--- src/hdl/tfn_norm_cell.sv ---
// ----------------------------------------------------------------------------
// tfn_norm_cell
// One step of the leading-one normalizer: shifts all three magnitudes left
// by SH when the top SH bits of their OR are clear.
// ----------------------------------------------------------------------------
module tfn_norm_cell #(
    parameter int W  = 34,
    parameter int SH = 1,
    parameter int SW = 4
) (
    input  logic                aclk,
    input  logic                aresetn,
    input  logic                adv,
    input  logic                in_valid,
    input  logic [SW-1:0]       in_side,
    input  logic [2:0][W-1:0]   in_mag,
    output logic                out_valid,
    output logic [SW-1:0]       out_side,
    output logic [2:0][W-1:0]   out_mag
);

    logic               vld_reg;
    logic [SW-1:0]      side_reg;
    logic [2:0][W-1:0]  mag_reg;
    logic [2:0][W-1:0]  mag_next;
    logic [W-1:0]       orv;

    always_comb begin
        orv = in_mag[0] | in_mag[1] | in_mag[2];
        for (int i = 0; i < 3; i++) begin
            mag_next[i] = (orv[W-1 -: SH] == '0) ? (in_mag[i] << SH) : in_mag[i];
        end
    end

    always_ff @(posedge aclk) begin
        if (!aresetn) begin
            vld_reg <= 1'b0;
        end else if (adv) begin
            vld_reg <= in_valid;
        end
    end

    always_ff @(posedge aclk) begin
        if (adv) begin
            side_reg <= in_side;
            mag_reg  <= mag_next;
        end
    end

    assign out_valid = vld_reg;
    assign out_side  = side_reg;
    assign out_mag   = mag_reg;

endmodule

--- config.mk ---
export PLATFORM = sky130hd
export DESIGN_NAME = tfn_norm_cell
export DESIGN_NICKNAME = d
export VERILOG_FILES = /design/src/hdl/tfn_norm_cell.sv
export SDC_FILE = /design/constraint.sdc
export NUM_CORES = 1
export LEC_CHECK = 0
export ABC_AREA = 1
export BUFFER_PORTS_ARGS = -buffer_cell sky130_fd_sc_hd__buf_2
export CAP_MARGIN = 20
export CORE_AREA = 2 2 109 111
export DETAILED_ROUTE_END_ITERATION = 12
export DIE_AREA = 0 0 111 113
export PLACE_DENSITY_LB_ADDON = 0.15
export SYNTH_ARGS = -nofsm -noshare
export SYNTH_HDL_FRONTEND = slang
export SYNTH_SLANG_ARGS = --single-unit
export TNS_END_PERCENT = 20
--- constraint.sdc ---
create_clock -name aclk -period 1.2 [get_ports aclk]
set_input_delay 0.24 -clock aclk [delete_from_list [all_inputs] [get_ports aclk]]
set_output_delay 0.24 -clock aclk [all_outputs]
set_load 0.02 [all_outputs]
==> summary.md <==
| Metric | Value |
|---|---|
| Status | `finished, final reports clean` |
| Fin. max-slew vios | `0` |
| Synth top area share | `68.6%` |
| Cell breakdown of the critical path | `buf_2` |
| CP max FO | `1` |
| Vias in the first global route | `3728` |
| Count leader, synth | `nand2_1` |
| Gates resized, CTS repair | `0` |
| Slew Limit Headroom | `81.0%` |
| Asr flop ratio synth | `0%` |
| CP Capture Type | `output port` |
| Pre-Repair DR Iteration Count | `4` |
| Max incr delay on CP | `400 ps` |
| Mean Syn Cell Area | `10.4 sq um` |
| Layout cells sized above 1 | `37.0%` |
| Post-Syn Nets | `556` |
| TritonCTS Sinks | `107` |
| Die extent in y | `113 um` |
| Clock Skew | `0 ps` |
| Num CTS Buffers | `9` |
| Slowest stage cell, crit path | `edfxtp_1` |
| CP arrival | `910 ps` |
| PwrDens | `1390 nW/um^2` |
| Syn. warnings | `0` |
| Peak supply drop | `638 uV` |
| Layout area overhead | `34.9%` |
| Max-cap violations | `0` |
| Post-synth top cells | `195 x nand2_1, 106 x edfxtp_1, 97 x nand3_1, 12 x clkbuf_1, 10 x buf_2` |
| Clk pin slew, worst setup/hold paths | `70 ps` |
| Period minus WS final | `1150 ps` |
| Vias/cell | `4.90` |
| Routed len/inst | `14.6 um` |
| WP buf/inv | `1` |
| Die W | `111 um` |
| RSZ-0062 raised after global routing | `no` |
| Fin. Hold Viols | `0` |
| Post-CTS Hold Fix Bufs | `0` |
| Number of distinct library cells after synthesis | `15` |
| Lkg Pwr | `3.03 nW` |
| Setup TNS | `0 ps` |
| Antenna violation net count after detailed routing | `0` |
| Worst EP required | `960 ps` |
| Routed Wire Length | `11.7 mm` |
| DRT iter0 DRCs | `230` |
| Synth Cell Area | `4640 sq um` |
| Core Box Area | `11300 sq um` |
| Delay-heaviest family, CP | `flip-flops` |
| Actual slew at the worst max-slew pin | `285 ps` |
| Starting Density | `41.2%` |
| Cell count after synthesis | `446` |
| Cell Rows | `39` |
| Tot Pwr | `8.69 mW` |
| # IOs | `217` |
| Critical Path Source Type | `register` |
| HP Class | `input pin to register` |
| Part of the Yosys area used for sequential elements | `69.0%` |
| Area contributors post-synth | `edfxtp_1 69%, nand2_1 16%, nand3_1 10%` |
| Nets | `768` |
| Fin crit share | `95.5%` |
| Post-CTS setup buffer count | `0` |
| Grt ovf | `0` |
| DP HPWL | `8.50 mm` |
| Overall die area | `12500 sq um` |
| Worst skew pair latency | `330 ps` |
| Total GRT Usage | `18.7%` |
| Htree depth | `3` |
| Clock tree buffer depth | `2` |
| TritonCTS clock tree | `built` |
| Final Wtd Congestion | `0.775` |
| Top FF cell, synth | `edfxtp_1` |
| EDFF count, synth | `106` |
| Setup violators final | `0` |
| Cell taking the most area after synthesis | `edfxtp_1` |
| Fmax | `873 MHz` |
| CTS Root Cell | `clkbuf_16` |
| I/O Buffers | `216` |
| Path type of the worst setup path | `register to output port` |
| Initial antenna violation count | `1` |
| Via count | `3951` |
| Synth Register Bits | `107` |
| # DRC | `0` |
| First-pass GRT wire length | `18.6 mm` |
| Pin count of the biggest net entering global routing | `68` |
-- final timing paths --
check | from | to | slack (ps) | cells after the start
worst min-delay path | in_side[3] | out_side[3] | 80 | 1
worst max-delay path | out_mag[88] | out_mag[88] | 50 | 1
worst max register to register | out_valid | out_valid | 580 | 2
worst min register to register | out_valid | out_valid | 520 | 2
-- logic make-up after synthesis --
logic type             synth area share (%)
flip-flops                             69.0
buffers and inverters                  3.59
AND/OR/NAND/NOR                        27.1
AO/OA/AOI/OAI                         0.270
-- state kept, by name (all words and copies together) (netlist names) --
name and count:
out_valid 1, out_mag 102, out_side 4
-- placed cells by master, fill, tap and decap left out, drive strengths merged, types with 5 or more instances in the layout --
cell type / synthesis / layout
clkbuf: 12 / 10
nand2: 196 / 196
clkinv: 0 / 5
nand3: 97 / 97
buf: 18 / 231
nor2: 7 / 7
inv: 7 / 7
edfxtp: 106 / 106
-- through the flow --
stage	hold slack [ps]	util [%]	worst slack [ps]	instances	instance area [sq um]
finish	78.5	55.5	54.1	806	6260
global route	65.4	55.5	8.03	805	6250
CTS	61.0	55.5	17.5	805	6250
detailed placement	418	53.3	10.6	790	6000
global placement	417	53.3	29.7	790	6000
floorplan	339	-	29.9	446	4640
-- layout make-up --
cell class                      count  area (sq um)
Inverter                            7          26.3
Multi-Input combinational cell    302          1270
Antenna cell                        1          2.50
Clock inverter                      5          21.3
Fill cell                        1031          5010
Clock buffer                       10           229
Timing Repair Buffer              231          1320
Tap cell                          143           179
Sequential cell                   107          3200
-- where the power goes --
part	switching (mW)	internal [mW]	total, mW
Combinational	1.01	0.532	1.54
Sequential	0.0795	4.50	4.58
Clock	1.21	1.37	2.57
-- routing by layer --
metal / vias to the layer above / wire [um] / GRT usage (%)
met5: - / 0 / 0
met4: 0 / 236 / 7.42
met3: 16 / 1050 / 5.14
met2: 176 / 5640 / 30.8
met1: 1815 / 4830 / 23.6
li1: 1944 / - / -
Note: power is estimated with default switching activity, not from simulation.
