<file path="src/hdl/tfn_pkg.sv">
// ----------------------------------------------------------------------------
// tfn_pkg
// Shared constants and types of the triangle face normal pipeline.
// ----------------------------------------------------------------------------
package tfn_pkg;

    localparam int COORD_WIDTH_DEF = 16;
    localparam int NORMAL_FRAC_DEF = 14;

    localparam int NORM_WIDTH = 16;   // output component width
    localparam int MAG_BITS   = 30;   // normalized magnitude, top bit at 29
    localparam int SUM_BITS   = 62;   // sum of three squared magnitudes
    localparam int ROOT_BITS  = 31;   // floor(sqrt(sum))
    localparam int REM_BITS   = 34;   // square root partial remainder

    localparam logic [1:0] BEAT_LAST = 2'd2;

    typedef struct packed {
        logic [2:0] neg;
        logic       degen;
    } flags_t;

endpackage

</file>
<file path="src/hdl/tfn_sqrt_cell.sv">
// ----------------------------------------------------------------------------
// tfn_sqrt_cell
// One digit of a restoring integer square root: retires one root bit,
// consuming two radicand bits.
// ----------------------------------------------------------------------------
module tfn_sqrt_cell import tfn_pkg::*; #(
    parameter int SW = 94
) (
    input  logic                  aclk,
    input  logic                  aresetn,
    input  logic                  adv,
    input  logic                  in_valid,
    input  logic [SW-1:0]         in_side,
    input  logic [SUM_BITS-1:0]   in_s,
    input  logic [REM_BITS-1:0]   in_r,
    input  logic [ROOT_BITS-1:0]  in_q,
    output logic                  out_valid,
    output logic [SW-1:0]         out_side,
    output logic [SUM_BITS-1:0]   out_s,
    output logic [REM_BITS-1:0]   out_r,
    output logic [ROOT_BITS-1:0]  out_q
);

    logic                 vld_reg;
    logic [SW-1:0]        side_reg;
    logic [SUM_BITS-1:0]  s_reg;
    logic [REM_BITS-1:0]  r_reg, r_next, r2, trial;
    logic [ROOT_BITS-1:0] q_reg, q_next;
    logic                 ge;

    always_comb begin
        r2     = {in_r[REM_BITS-3:0], in_s[SUM_BITS-1 -: 2]};
        trial  = {{(REM_BITS-ROOT_BITS-2){1'b0}}, in_q, 2'b01};
        ge     = (r2 >= trial);
        r_next = ge ? (r2 - trial) : r2;
        q_next = {in_q[ROOT_BITS-2:0], ge};
    end

    always_ff @(posedge aclk) begin
        if (!aresetn) begin
            vld_reg <= 1'b0;
        end else if (adv) begin
            vld_reg <= in_valid;
        end
    end

    always_ff @(posedge aclk) begin
        if (adv) begin
            side_reg <= in_side;
            s_reg    <= {in_s[SUM_BITS-3:0], 2'b00};
            r_reg    <= r_next;
            q_reg    <= q_next;
        end
    end

    assign out_valid = vld_reg;
    assign out_side  = side_reg;
    assign out_s     = s_reg;
    assign out_r     = r_reg;
    assign out_q     = q_reg;

endmodule

</file>
<file path="config.mk">
export PLATFORM = sky130hd
export DESIGN_NAME = tfn_sqrt_cell
export DESIGN_NICKNAME = d
export VERILOG_FILES = /design/src/hdl/tfn_pkg.sv /design/src/hdl/tfn_sqrt_cell.sv
export SDC_FILE = /design/constraint.sdc
export NUM_CORES = 1
export LEC_CHECK = 0
export BUFFER_PORTS_ARGS = -buffer_cell sky130_fd_sc_hd__buf_2
export CORE_AREA = 2 2 173 175
export CTS_CLUSTER_SIZE = 30
export DETAILED_ROUTE_END_ITERATION = 10
export DIE_AREA = 0 0 175 177
export GPL_TIMING_DRIVEN = 1
export PLACE_DENSITY = 0.6
export SYNTH_ARGS = -nofsm -noshare
export SYNTH_HDL_FRONTEND = slang
export SYNTH_SLANG_ARGS = --single-unit
</file>
<file path="constraint.sdc">
create_clock -name aclk -period 2.5 [get_ports aclk]
set_input_delay 0.375 -clock aclk [delete_from_list [all_inputs] [get_ports aclk]]
set_output_delay 0.375 -clock aclk [all_outputs]
set_load 0.005 [all_outputs]
</file>
==> reports/qor.yml <==
synthDistinctLibCells: 59
viasPerCell: 4.60
ios: 447
vias: 7994
drtPass1Iterations: 5
p_leak_nw: 6.78
p_sw_mw: 2.65
yosys.area.top_type_share_pct: 73.0
cts_tree: "done"
rsz0062_at_grt: "false"
dp_hpwl_um: 25100
r2r-start: "out_valid$_SDFFE_PN0P_"
postRouteAntennaNets: 0
slew_headroom_pct: 64.8
status: "completed"
r2r.worst_path.cells: 2
path_max_fanout: 21
cpPeakStageDelay_ns: 0.31
yosysMostFrequentCell: "edfxtp_1"
syn_to_final_growth_pct: 67.2
stdcell_area_um2: 15100
synthArstFlopShare_pct: 0
clk_pin_slew_worst_paths_ns: 0.06
end_kind: "flip-flop"
max_cap_viol_count: 0
rows: 63
synth_top_area_cell: "edfxtp_1"
dpl_cell_area_um2: 12600
tns_ns: 0
n_fill_cell: 2482
wl_um: 34200
synthCells: 601
whs_ns: 0.0286
numCtsBuffers: 26
syn_avg_cell_area_um2: 15.0
ys_seq_area_share_pct: 73.2
p_sw_share_pct: 24.9
clock_skew_ns: 0
netlist_area_um2: 9010
fin_crit_ns: 2.32
drc: 0
coreArea_um2: 29200
start_util_pct: 30.8
critPathCapture: "out_r[17]$_DFFE_PP_"
worst_ir_drop_vdd_v: 0.000507
clkPwrFrac_pct: 39.3
synthTopCellsByArea: "edfxtp_1 73%, ha_1 4.6%, a21oi_1 2.2%, inv_1 1.7%, nor2_1 1.7%"
path_class: "in2reg"
first_iter_violations: 455
clock_path_buffers: 3
grt_pass1_wl_um: 49100
layout_setup_ws_ns: 0.184
grt_antenna_before_repair: 12
drv_slew: 0
cp-start-kind: "primary input"
comb_power_share_pct: 17.9
pre_cts_ws_ns: -0.359
r2r-end: "out_valid$_SDFFE_PN0P_"
worst_pin_slew_ns: 0.529
setup_viol: 0
root_buffer: "clkbuf_16"
grt_pass1_vias: 8015
finalWeightedCongestion: 0.915
cts.htree.levels: 1
fmax_ghz: 0.432
yosys-top-cells-count: "219 x edfxtp_1, 42 x inv_1, 42 x nor2_1"
arrival_ns: 2.58
p_seq_share_pct: 42.9
ys_seq_elements: 220
synth_edf_count: 219
port_buffers: 442
hold_path.class: "in2reg"
drive_gt1_share_pct: 46.5
cp.required_ns: 2.76
grt_use_total_pct: 21.1
wire_per_inst_um: 19.6
dieArea_um2: 31000
cp_cell_sequence: "buf_2, inv_1, ha_4, nor2b_1, o31a_1, o31ai_2, a21oi_2, o211a_4, o21ai_4, inv_2, buf_12, nor2_1, a21oi_1"
power.density_nw_per_um2: 706
yosys_warnings: 0
intPower_mw: 7.98
clock_latency_ns: 0.54
die_w_um: 175
dieHeight_um: 177
overflow: 0
reg2reg_slack_ns: 1.87
nets: 1581
cp_slowest_cell: "o31ai_2"
clock-sinks: 220
ys.flop_type: "edfxtp_1"
setup.worst_path.start: "in_q[0]"
total_power_mw: 10.6
finalCritPeriodShare_pct: 92.6
grt_max_degree: 61
hold_viol_final: 0
-- cells by family after synthesis --
| kind of cell | share of synthesized area (%) |
|---|---|
| compound gates | 10.1 |
| xor+xnor | 2.14 |
| fa+ha+maj | 4.58 |
| flops | 73.2 |
| simple gates | 6.69 |
| mux | 0.500 |
| buf+inv | 2.72 |
| other cells | 0.0416 |
-- critical path, delay by kind of cell --
family	cells	cell delay [ns]
AO/OA/AOI/OAI	6	1.27
buffers and inverters	4	0.47
AND/OR/NAND/NOR	2	0.26
adder cells (fa/ha/maj)	1	0.21
-- flip-flops by register name (all words and copies together), names as in the netlist --
signal	count
out_q	31
out_valid	1
out_s	60
out_r	34
out_side	94
-- timing repair --
action                                 in CTS  in global routing
hold buffers                              146                  0
setup buffers                               0                  0
gates resized for setup                     0                  0
endpoints found under the hold margin     146                  0
-- layout make-up --
cell class                      instances  area [µm²]  share of cell area [%]
Multi-Input combinational cell        324        2190                    14.5
Timing Repair Buffer                  708        4660                    30.9
Sequential cell                       220        6600                    43.8
Clock inverter                         21         299                    1.99
Antenna cell                            6        15.0                  0.0997
Tap cell                              390         488                    3.24
Clock buffer                           27         654                    4.34
Inverter                               43         161                    1.07
-- power by group through the flow --
stage / registers (mW) / clock network, mW / logic [mW]
final: 4.56 / 4.18 / 1.90
after global routing: 4.59 / 4.40 / 2.06
after CTS: 4.55 / 4.32 / 1.91
after detailed placement: 4.62 / 0 / 1.70
after global placement: 4.62 / 0 / 1.68
after floorplan: 4.68 / 0 / 0.571
-- worst min-delay path by stage --
stage / startpoint / to / cells after the start
2_1_floorplan: in_q[9] / out_q[10]$_DFFE_PP_ / 0
3_3_place_gp: out_valid$_SDFFE_PN0P_ / out_valid$_SDFFE_PN0P_ / 2
3_5_place_dp: out_valid$_SDFFE_PN0P_ / out_valid$_SDFFE_PN0P_ / 2
4_1_cts: in_s[36] / out_s[38]$_DFFE_PP_ / 1
5_1_grt: in_side[66] / out_side[66]$_DFFE_PP_ / 1
6_report: in_s[36] / out_s[38]$_DFFE_PP_ / 1
-- metrics by stage --
step / util [%] / cells
after floorplan: - / 602
after global placement: 43.2 / 1539
after detailed placement: 43.2 / 1539
after CTS: 51.5 / 1733
after global routing: 51.5 / 1736
final: 51.5 / 1739
-- cells in the final DEF (no fill, tap or decap), types with 6 or more instances in the layout --
cell           instances
a21o_1                16
o31ai_1                8
diode_2                6
xor2_1                15
buf_12                 6
nand2_1               40
nor2_1                42
buf_4                114
xnor2_1                7
o21a_1                 6
nor3_1                 8
nand3_1               11
a21oi_1               39
buf_2                441
edfxtp_1             219
ha_1                  32
clkbuf_16             26
dlygate4sd3_1        146
or3_1                  6
bufinv_16              6
inv_1                 42
o21ai_0               21
-- layer usage --
layer  vias up  GRT usage (%)  routed length, µm
met5         -              0                 53
met4         8           8.16               1440
met3        80           6.01               2800
met2       372           35.5              16300
met1      3814           25.8              13600
li1       3720              -                  -
Note: power is estimated with default switching activity, not from simulation.
