[src/hdl/tfn_pkg.sv]
// ----------------------------------------------------------------------------
// tfn_pkg
// Shared constants and types of the triangle face normal pipeline.
// ----------------------------------------------------------------------------
package tfn_pkg;

    localparam int COORD_WIDTH_DEF = 16;
    localparam int NORMAL_FRAC_DEF = 14;

    localparam int NORM_WIDTH = 16;   // output component width
    localparam int MAG_BITS   = 30;   // normalized magnitude, top bit at 29
    localparam int SUM_BITS   = 62;   // sum of three squared magnitudes
    localparam int ROOT_BITS  = 31;   // floor(sqrt(sum))
    localparam int REM_BITS   = 34;   // square root partial remainder

    localparam logic [1:0] BEAT_LAST = 2'd2;

    typedef struct packed {
        logic [2:0] neg;
        logic       degen;
    } flags_t;

endpackage

[src/hdl/tfn_div_cell.sv]
// ----------------------------------------------------------------------------
// tfn_div_cell
// One quotient bit of three restoring divisions sharing one divisor.
// Dividend bits leave the top of nq while quotient bits enter the bottom.
// ----------------------------------------------------------------------------
module tfn_div_cell import tfn_pkg::*; #(
    parameter int QW = 15,
    parameter int SW = 4
) (
    input  logic                         aclk,
    input  logic                         aresetn,
    input  logic                         adv,
    input  logic                         in_valid,
    input  logic [SW-1:0]                in_side,
    input  logic [ROOT_BITS-1:0]         in_div,
    input  logic [2:0][ROOT_BITS-1:0]    in_rem,
    input  logic [2:0][QW-1:0]           in_nq,
    output logic                         out_valid,
    output logic [SW-1:0]                out_side,
    output logic [ROOT_BITS-1:0]         out_div,
    output logic [2:0][ROOT_BITS-1:0]    out_rem,
    output logic [2:0][QW-1:0]           out_nq
);

    logic                        vld_reg;
    logic [SW-1:0]               side_reg;
    logic [ROOT_BITS-1:0]        div_reg;
    logic [2:0][ROOT_BITS-1:0]   rem_reg, rem_next;
    logic [2:0][QW-1:0]          nq_reg, nq_next;
    logic [ROOT_BITS:0]          r2   [3];
    logic [ROOT_BITS:0]          diff [3];
    logic [2:0]                  ge;

    always_comb begin
        for (int i = 0; i < 3; i++) begin
            r2[i]       = {in_rem[i], in_nq[i][QW-1]};
            ge[i]       = (r2[i] >= {1'b0, in_div});
            diff[i]     = r2[i] - {1'b0, in_div};
            rem_next[i] = ge[i] ? diff[i][ROOT_BITS-1:0] : r2[i][ROOT_BITS-1:0];
            nq_next[i]  = {in_nq[i][QW-2:0], ge[i]};
        end
    end

    always_ff @(posedge aclk) begin
        if (!aresetn) begin
            vld_reg <= 1'b0;
        end else if (adv) begin
            vld_reg <= in_valid;
        end
    end

    always_ff @(posedge aclk) begin
        if (adv) begin
            side_reg <= in_side;
            div_reg  <= in_div;
            rem_reg  <= rem_next;
            nq_reg   <= nq_next;
        end
    end

    assign out_valid = vld_reg;
    assign out_side  = side_reg;
    assign out_div   = div_reg;
    assign out_rem   = rem_reg;
    assign out_nq    = nq_reg;

endmodule

[config.mk]
export PLATFORM = sky130hd
export DESIGN_NAME = tfn_div_cell
export DESIGN_NICKNAME = d
export VERILOG_FILES = /design/src/hdl/tfn_pkg.sv /design/src/hdl/tfn_div_cell.sv
export SDC_FILE = /design/constraint.sdc
export NUM_CORES = 1
export LEC_CHECK = 0
export ABC_AREA = 1
export BUFFER_PORTS_ARGS = -buffer_cell sky130_fd_sc_hd__buf_2
export CAP_MARGIN = 0
export CORE_ASPECT_RATIO = 0.9
export CORE_MARGIN = 2
export CORE_UTILIZATION = 25
export DETAILED_ROUTE_END_ITERATION = 7
export HOLD_SLACK_MARGIN = 0.12
export MAX_ROUTING_LAYER = met4
export PLACE_DENSITY = 0.53
export SLEW_MARGIN = 20
export SYNTH_ARGS = -nofsm -noshare
export SYNTH_HDL_FRONTEND = slang
export SYNTH_SLANG_ARGS = --single-unit
[constraint.sdc]
create_clock -name aclk -period 7.95 [get_ports aclk]
set_clock_uncertainty 0.2 [all_clocks]
set_input_delay 1.9875 -clock aclk [delete_from_list [all_inputs] [get_ports aclk]]
set_output_delay 1.9875 -clock aclk [all_outputs]
set_load 0.05 [all_outputs]
==> results of run 1 <==
[stage by stage]
stage,worst slack [ns],power [W]
CTS,3.396,0.003408
finish,3.348,0.003357
global route,3.121,0.003550
detailed placement,2.844,0.002474
global placement,2.892,0.002469
floorplan,3.902,0.002083
[path summary, 6_finish.rpt]
check	from	end	slack (ns)	cells past startpoint
setup / recovery	in_div[0]	out_rem[60]	3.35	15
hold / removal	out_valid	out_valid	0.35	2
setup reg to reg	out_valid	out_valid	7.09	2
hold reg to reg	out_valid	out_valid	0.35	2
[layout make-up]
cell class,count,share of cell area
Sequential cell,174,0.3080
Clock inverter,15,0.01264
Tap cell,705,0.05209
Multi-Input combinational cell,1412,0.4061
Clock buffer,17,0.02512
Timing Repair Buffer,351,0.1050
Inverter,408,0.09045
Antenna cell,4,0.0005911
[routing by layer]
| metal | track usage | up-vias | part of all wire |
|---|---|---|---|
| li1 | - | 6913 | - |
| met1 | 0.2475 | 6076 | 0.46 |
| met2 | 0.2974 | 420 | 0.44 |
| met3 | 0.04672 | 67 | 0.069 |
| met4 | 0.07296 | 0 | 0.030 |
| met5 | - | - | 0 |
[sequential cells by signal (all words and copies together), names as in the netlist]
register   cells
out_rem       93
out_nq        45
out_valid      1
out_div       31
out_side       4
[kinds of logic (layout without fill, tap and decap cells)]
| logic type | after synthesis | count (layout) |
|---|---|---|
| buf+inv | 426 | 791 |
| simple gates | 1205 | 1205 |
| compound gates | 70 | 70 |
| fa+ha+maj | 96 | 96 |
| xor+xnor | 41 | 41 |
| flops | 174 | 174 |
| other cells | 0 | 4 |
[cell usage in the layout (no fill, tap or decap), drive strengths merged]
cell type  instances
nand2            886
inv              417
buf              351
edfxtp           173
nand3            134
nor2             131
ha                93
a21oi             51
xor2              41
nand4             19
clkbuf            17
nor3              11
o21ai             10
o21bai             9
or2                9
and2               6
nand3b             6
clkinv             6
diode              4
and3               3
fa                 3
dfxtp              1
[worst max-delay path, cell delays in order]
cell,delay [ns]
buf_2,0.21
ha_1,0.28
fa_1,0.37
inv_1,0.16
nand2_1,0.10
nand2_1,0.08
nand3_1,0.08
nand2_1,0.15
nand2_1,0.09
nand3_1,0.10
nand2_1,0.09
nand2_4,0.34
inv_2,0.35
nand2_1,0.15
nand2_1,0.06
[power by group through the flow]
stage	combinational, W	sequential (W)	clock [W]
2_1_floorplan	0.000507	0.00158	0
3_3_place_gp	0.00126	0.00121	0
3_5_place_dp	0.00127	0.00120	0
4_1_cts	0.00127	0.00119	0.000949
5_1_grt	0.00138	0.00119	0.000974
6_report	0.00126	0.00118	0.000910
==> results.py, run 1 <==
metrics = {
    "outcome": {
        "status": "finished, final reports clean",
    },
    "floorplanning": {
        "rows": 81,
        "die-area_mm2": 0.05690,
        "initial_core_util": 0.2531,
        "io_pins": 351,
        "die_w_um": 251.2,
        "fp.dieH_um": 226.5,
        "core_mm2": 0.05432,
    },
    "synthesis": {
        "synth-simple-area-share": 0.3571,
        "synth.largest_area_cell": "edfxtp_1",
        "yosysMostFrequentCell": "nand2_1",
        "ys.warnings.count": 0,
        "synth_xor_area_frac": 0.02611,
        "async_flop_share": 0,
        "synthCells": 2012,
        "yosysSeqAreaShare": 0.3793,
        "synthTopCellsByCount": "nand2_1, inv_1, edfxtp_1",
        "synth_top_family_by_area": "simple AND/OR/NAND/NOR gates",
        "synth_top_area_frac": 0.3778,
        "ys_types": 29,
        "syn_nets": 2285,
        "synthTopCellsByArea": "edfxtp_1, nand2_1, inv_1",
        "synth_compound_area_frac": 0.02793,
        "synth_edf_count": 173,
        "yosys_register_bits": 174,
        "synth_area_mm2": 0.01375,
        "synth_adder_area_share": 0.08899,
        "syn_area_per_cell_um2": 6.834,
        "synth-main-ff-cell": "edfxtp_1",
        "muxShareOfSynthArea": 0,
    },
    "detailed_routing": {
        "firstDrtPassIters": 6,
        "via_count": 13480,
        "routedWlPerCell_um": 17.35,
        "ant_nets": 0,
        "routed_wirelength_mm": 53.56,
        "drtIter0Drc": 860,
        "drc": 0,
        "via_per_inst": 4.367,
    },
    "grt": {
        "grt_first_pass_wirelength_mm": 77.63,
        "grt_pass1_vias": 12860,
        "grt_max_degree": 109,
        "grt_antenna_before_repair": 4,
        "gr-total-overflow": 0,
        "grt_use_total": 0.1938,
    },
    "place": {
        "gp_congestion": 0.9330,
        "placedCellCount": 3050,
        "placed_area_mm2": 0.01628,
        "hpwlAfterDp_mm": 44.38,
        "io_buffers": 350,
    },
    "hold_path": {
        "min_path_type": "reg2reg",
    },
    "pwr": {
        "seqPwrFrac": 0.352,
        "comb_power_share": 0.377,
        "leakage_nw": 9.405,
        "intPower_w": 0.001903,
        "p_switching_w": 0.001454,
        "peakVddDrop_v": 0.0001422,
        "p_clk_frac": 0.271,
        "power_density_mw_per_mm2": 198.3,
        "switching_share": 0.4330,
    },
    "sta": {
        "tightest_slew_ns": 0.7573,
        "hold_viol_final": 0,
        "hold_slack_ns": 0.3518,
        "rsz0062_at_grt": "no",
        "period_needed_ns": 4.602,
        "fmax_mhz": 217.3,
        "setup_tns_ns": 0,
        "maxSlewViolCount": 0,
        "relSlewSlack": 0.4952,
        "finalCritPeriodShare": 0.5788,
        "setup-violations-final": 0,
    },
    "clock_tree": {
        "clock-sinks": 174,
        "clk_pin_slew_worst_paths_ns": 0.07,
        "cts_setup_buffers": 0,
        "ctsHoldBuffers": 0,
        "clk_root_buffer_cell": "clkbuf_16",
        "tritoncts": "done",
        "cts.path.max_buffers": 2,
        "cts_inserted_buffers": 17,
        "clk-insertion-delay-late_ns": 0.49,
        "cts_resized": 0,
        "cts_max_level": 4,
    },
    "finish": {
        "nFillCells": 5994,
        "nNetsFinal": 2637,
        "final_layout_size_suffix_gt1_frac": 0.1754,
        "post-route-util": 0.3117,
        "multi_input_comb_area_mm2": 0.006877,
        "seqCellArea_mm2": 0.005215,
        "fin_area_mm2": 0.01693,
        "final_cells": 3086,
        "area_growth_pct": 23.14,
    },
    "setup_path": {
        "worstSetupEndpointType": "flop",
        "cp_data_required_time_ns": 7.99,
        "cp_max_fo": 35,
        "critPathArrivalTime_ns": 4.65,
        "crit_type": "in2reg",
        "start_kind": "primary input",
    },
    "job": {
        "max_cap_viol_count": 0,
    },
}
(Power assumes the default switching activity.)
==> run 2, diff against run 1 <==
--- a/config.mk
+++ b/config.mk
@@ -5,7 +5,7 @@
 export SDC_FILE = /design/constraint.sdc
 export NUM_CORES = 1
 export LEC_CHECK = 0
-export ABC_AREA = 1
+export ABC_AREA = 0
 export BUFFER_PORTS_ARGS = -buffer_cell sky130_fd_sc_hd__buf_2
 export CAP_MARGIN = 0
 export CORE_ASPECT_RATIO = 0.9
@@ -14,7 +14,7 @@
 export DETAILED_ROUTE_END_ITERATION = 7
 export HOLD_SLACK_MARGIN = 0.12
 export MAX_ROUTING_LAYER = met4
-export PLACE_DENSITY = 0.53
+export PLACE_DENSITY = 0.54
 export SLEW_MARGIN = 20
 export SYNTH_ARGS = -nofsm -noshare
 export SYNTH_HDL_FRONTEND = slang
==> constraint.sdc (replaced) <==
create_clock -name aclk -period 4.75 [get_ports aclk]
set_clock_uncertainty 0.2 [all_clocks]
set_input_delay 1.1875 -clock aclk [delete_from_list [all_inputs] [get_ports aclk]]
set_output_delay 1.1875 -clock aclk [all_outputs]
set_load 0.05 [all_outputs]
==> run 2 against run 1 <==
Critical path depth shrank 4. Highest routed layer unchanged. Die area shrank 18%. Critical path type unchanged. Final area is 15% lower. Global-route usage fell by 2.5 points. Synthesized cell count decreased by 45%.
==> results.py, run 2 <==
metrics = {
    "grt": {
        "grt_antenna_before_repair": 9,
        "grt_first_pass_wirelength_mm": 55.68,
        "grt_pass1_vias": 9392,
        "gr-total-overflow": 0,
        "grt_use_total": 0.1690,
        "grt_max_degree": 79,
    },
    "synthesis": {
        "yosysMostFrequentCell": "edfxtp_1",
        "synth_top_family_by_area": "compound AO/OA/AOI/OAI gates",
        "synth_edf_count": 173,
        "ys.warnings.count": 0,
        "synth_xor_area_frac": 0.06114,
        "synth_adder_area_share": 0.1095,
        "synth.largest_area_cell": "edfxtp_1",
        "muxShareOfSynthArea": 0.009183,
        "synth-main-ff-cell": "edfxtp_1",
        "ys_types": 67,
        "synthTopCellsByCount": "edfxtp_1, nand2_1, o21ai_0",
        "async_flop_share": 0,
        "synth_top_area_frac": 0.4649,
        "synth-simple-area-share": 0.1311,
        "yosysSeqAreaShare": 0.4667,
        "synthCells": 1102,
        "synthTopCellsByArea": "edfxtp_1, ha_1, o21ai_0",
        "syn_area_per_cell_um2": 10.14,
        "syn_nets": 1375,
        "synth_compound_area_frac": 0.1876,
        "synth_area_mm2": 0.01117,
        "yosys_register_bits": 174,
    },
    "sta": {
        "fmax_mhz": 243.0,
        "setup-violations-final": 0,
        "tightest_slew_ns": 0.6348,
        "setup_tns_ns": 0,
        "finalCritPeriodShare": 0.8662,
        "maxSlewViolCount": 0,
        "hold_viol_final": 0,
        "period_needed_ns": 4.115,
        "relSlewSlack": 0.5743,
        "rsz0062_at_grt": "no",
    },
    "setup_path": {
        "cp_data_required_time_ns": 4.77,
        "r2r_start": "out_valid",
        "timing.rr.end": "out_valid",
        "worstSetupEndpointType": "flop",
        "max_stage_delay_ns": 0.45,
        "critPathArrivalTime_ns": 4.14,
        "crit_type": "in2reg",
        "reg2reg_depth": 2,
        "slowest_stage": "a2111o_1",
        "rrSetupSlack_ns": 3.96,
        "start_kind": "primary input",
        "crit_chain": "buf_2 > inv_1 > ha_1 > a2111o_1 > o21ai_2 > nand4_2 > a31oi_4 > nand2_1 > a211oi_4 > buf_12 > mux2_2",
        "cp_max_fo": 37,
    },
    "clock_tree": {
        "cts_inserted_buffers": 17,
        "clk_pin_slew_worst_paths_ns": 0.08,
        "cts_max_level": 4,
        "cts.path.max_buffers": 2,
        "cts_resized": 0,
        "tritoncts": "done",
        "clk_root_buffer_cell": "clkbuf_16",
        "cts_setup_buffers": 0,
        "clock-sinks": 174,
        "ctsHoldBuffers": 0,
        "clk-insertion-delay-late_ns": 0.46,
    },
    "hold_path": {
        "min_from": "out_valid",
        "hold_depth": 2,
        "min_path_type": "reg2reg",
        "hold-path-endpoint": "out_valid",
    },
    "finish": {
        "final_cell_mix": "buf_2, edfxtp_1, nand2_1",
        "final_layout_size_suffix_gt1_frac": 0.2871,
        "final_cells": 2071,
        "fin_area_mm2": 0.01433,
        "layout_commonest_cell": "buf_2",
        "largest_register_ffs": 93,
        "nNetsFinal": 1723,
        "post-route-util": 0.3247,
        "area_growth_pct": 28.22,
    },
    "place": {
        "placed_area_mm2": 0.01371,
        "placedCellCount": 2031,
        "gp_congestion": 0.8690,
        "hpwlAfterDp_mm": 31.85,
        "io_buffers": 350,
    },
    "detailed_routing": {
        "routed_wirelength_mm": 38.86,
        "routedWlPerCell_um": 18.76,
        "via_per_inst": 4.636,
        "via_count": 9602,
        "drc": 0,
        "ant_nets": 0,
        "firstDrtPassIters": 5,
        "drtIter0Drc": 438,
    },
    "pwr": {
        "switching_share": 0.3985,
        "p_clk_frac": 0.277,
        "p_switching_w": 0.002133,
        "leakage_nw": 6.133,
        "intPower_w": 0.003219,
        "peakVddDrop_v": 0.0002650,
        "seqPwrFrac": 0.369,
        "comb_power_share": 0.354,
        "power_density_mw_per_mm2": 373.6,
        "p_total_w": 0.005353,
    },
    "floorplanning": {
        "die_w_um": 226.8,
        "rows": 73,
        "core_mm2": 0.04412,
        "die-area_mm2": 0.04640,
        "io_pins": 351,
        "fp.dieH_um": 204.6,
        "initial_core_util": 0.2533,
    },
    "job": {
        "max_cap_viol_count": 0,
    },
    "outcome": {
        "status": "finished, final reports clean",
    },
}
-- run 2: cell types whose count changed in the layout (fill, tap and decap cells not counted), moves of 34 or more --
cell / before / now
a21oi_1: 48 / 82
a21o_1: 0 / 34
nand3_1: 134 / 20
o21ai_0: 9 / 121
xnor2_1: 0 / 43
nand2_1: 879 / 138
inv_1: 400 / 54
nor2_1: 122 / 53
-- run 2: worst max-delay path by stage --
| stage | from | end | slack [ns] |
|---|---|---|---|
| 2_1_floorplan | in_div[7] | out_rem[14] | 0.86 |
| 3_3_place_gp | in_div[7] | out_rem[3] | 0.18 |
| 3_5_place_dp | in_div[0] | out_rem[57] | 0.14 |
| 4_1_cts | in_div[0] | out_rem[57] | 0.67 |
| 5_1_grt | in_div[0] | out_rem[57] | 0.48 |
| 6_report | in_div[7] | out_rem[3] | 0.64 |
-- run 2: cells by family (layout without fill, tap and decap cells) --
family / after synthesis / after routing
adder cells (fa/ha/maj): 96 / 96
AND/OR/NAND/NOR: 312 / 312
XOR/XNOR: 78 / 78
other: 0 / 8
AO/OA/AOI/OAI: 338 / 338
flip-flops: 174 / 174
multiplexers: 9 / 9
buffers and inverters: 95 / 456
-- run 2: layout make-up --
class / instances / area (um2)
repair buffers: 368 / 1946
clock buffers: 17 / 425.4
multi-input cells: 833 / 5589
diodes: 8 / 20.02
flip-flops and latches: 174 / 5215
inverters: 56 / 210.2
fillers: 4548 / 29790
clock inverters: 15 / 170.2
well taps: 600 / 750.7
-- run 2: power by group through the flow --
stage	logic (W)	clock network, W	registers, W
2_1_floorplan	0.000692	0	0.00267
3_3_place_gp	0.00190	0	0.00201
3_5_place_dp	0.00190	0	0.00201
4_1_cts	0.00191	0.00154	0.00198
5_1_grt	0.00204	0.00159	0.00200
6_report	0.00190	0.00148	0.00198
-- run 2: stage by stage --
| step | hold WS (ns) | setup slack, ns |
|---|---|---|
| finish | 0.3244 | 0.6355 |
| global placement | 0.2976 | 0.1782 |
| CTS | 0.3280 | 0.6706 |
| global route | 0.3603 | 0.4764 |
| floorplan | 0.5429 | 0.8551 |
| detailed placement | 0.3069 | 0.1433 |
-- run 2: worst max-delay path, delay by kind of cell --
family / cells / cell delay, ns
simple gates: 2 / 0.33
mux: 1 / 0.36
buf+inv: 3 / 0.60
compound gates: 4 / 1.27
fa+ha+maj: 1 / 0.36
-- run 2: routing by layer --
layer	share of wire	GRT usage	vias to the layer above
met1	0.45	0.2058	4501
met2	0.47	0.2705	279
li1	-	-	4804
met5	0	-	-
met3	0.078	0.05565	18
met4	0.011	0.04018	0
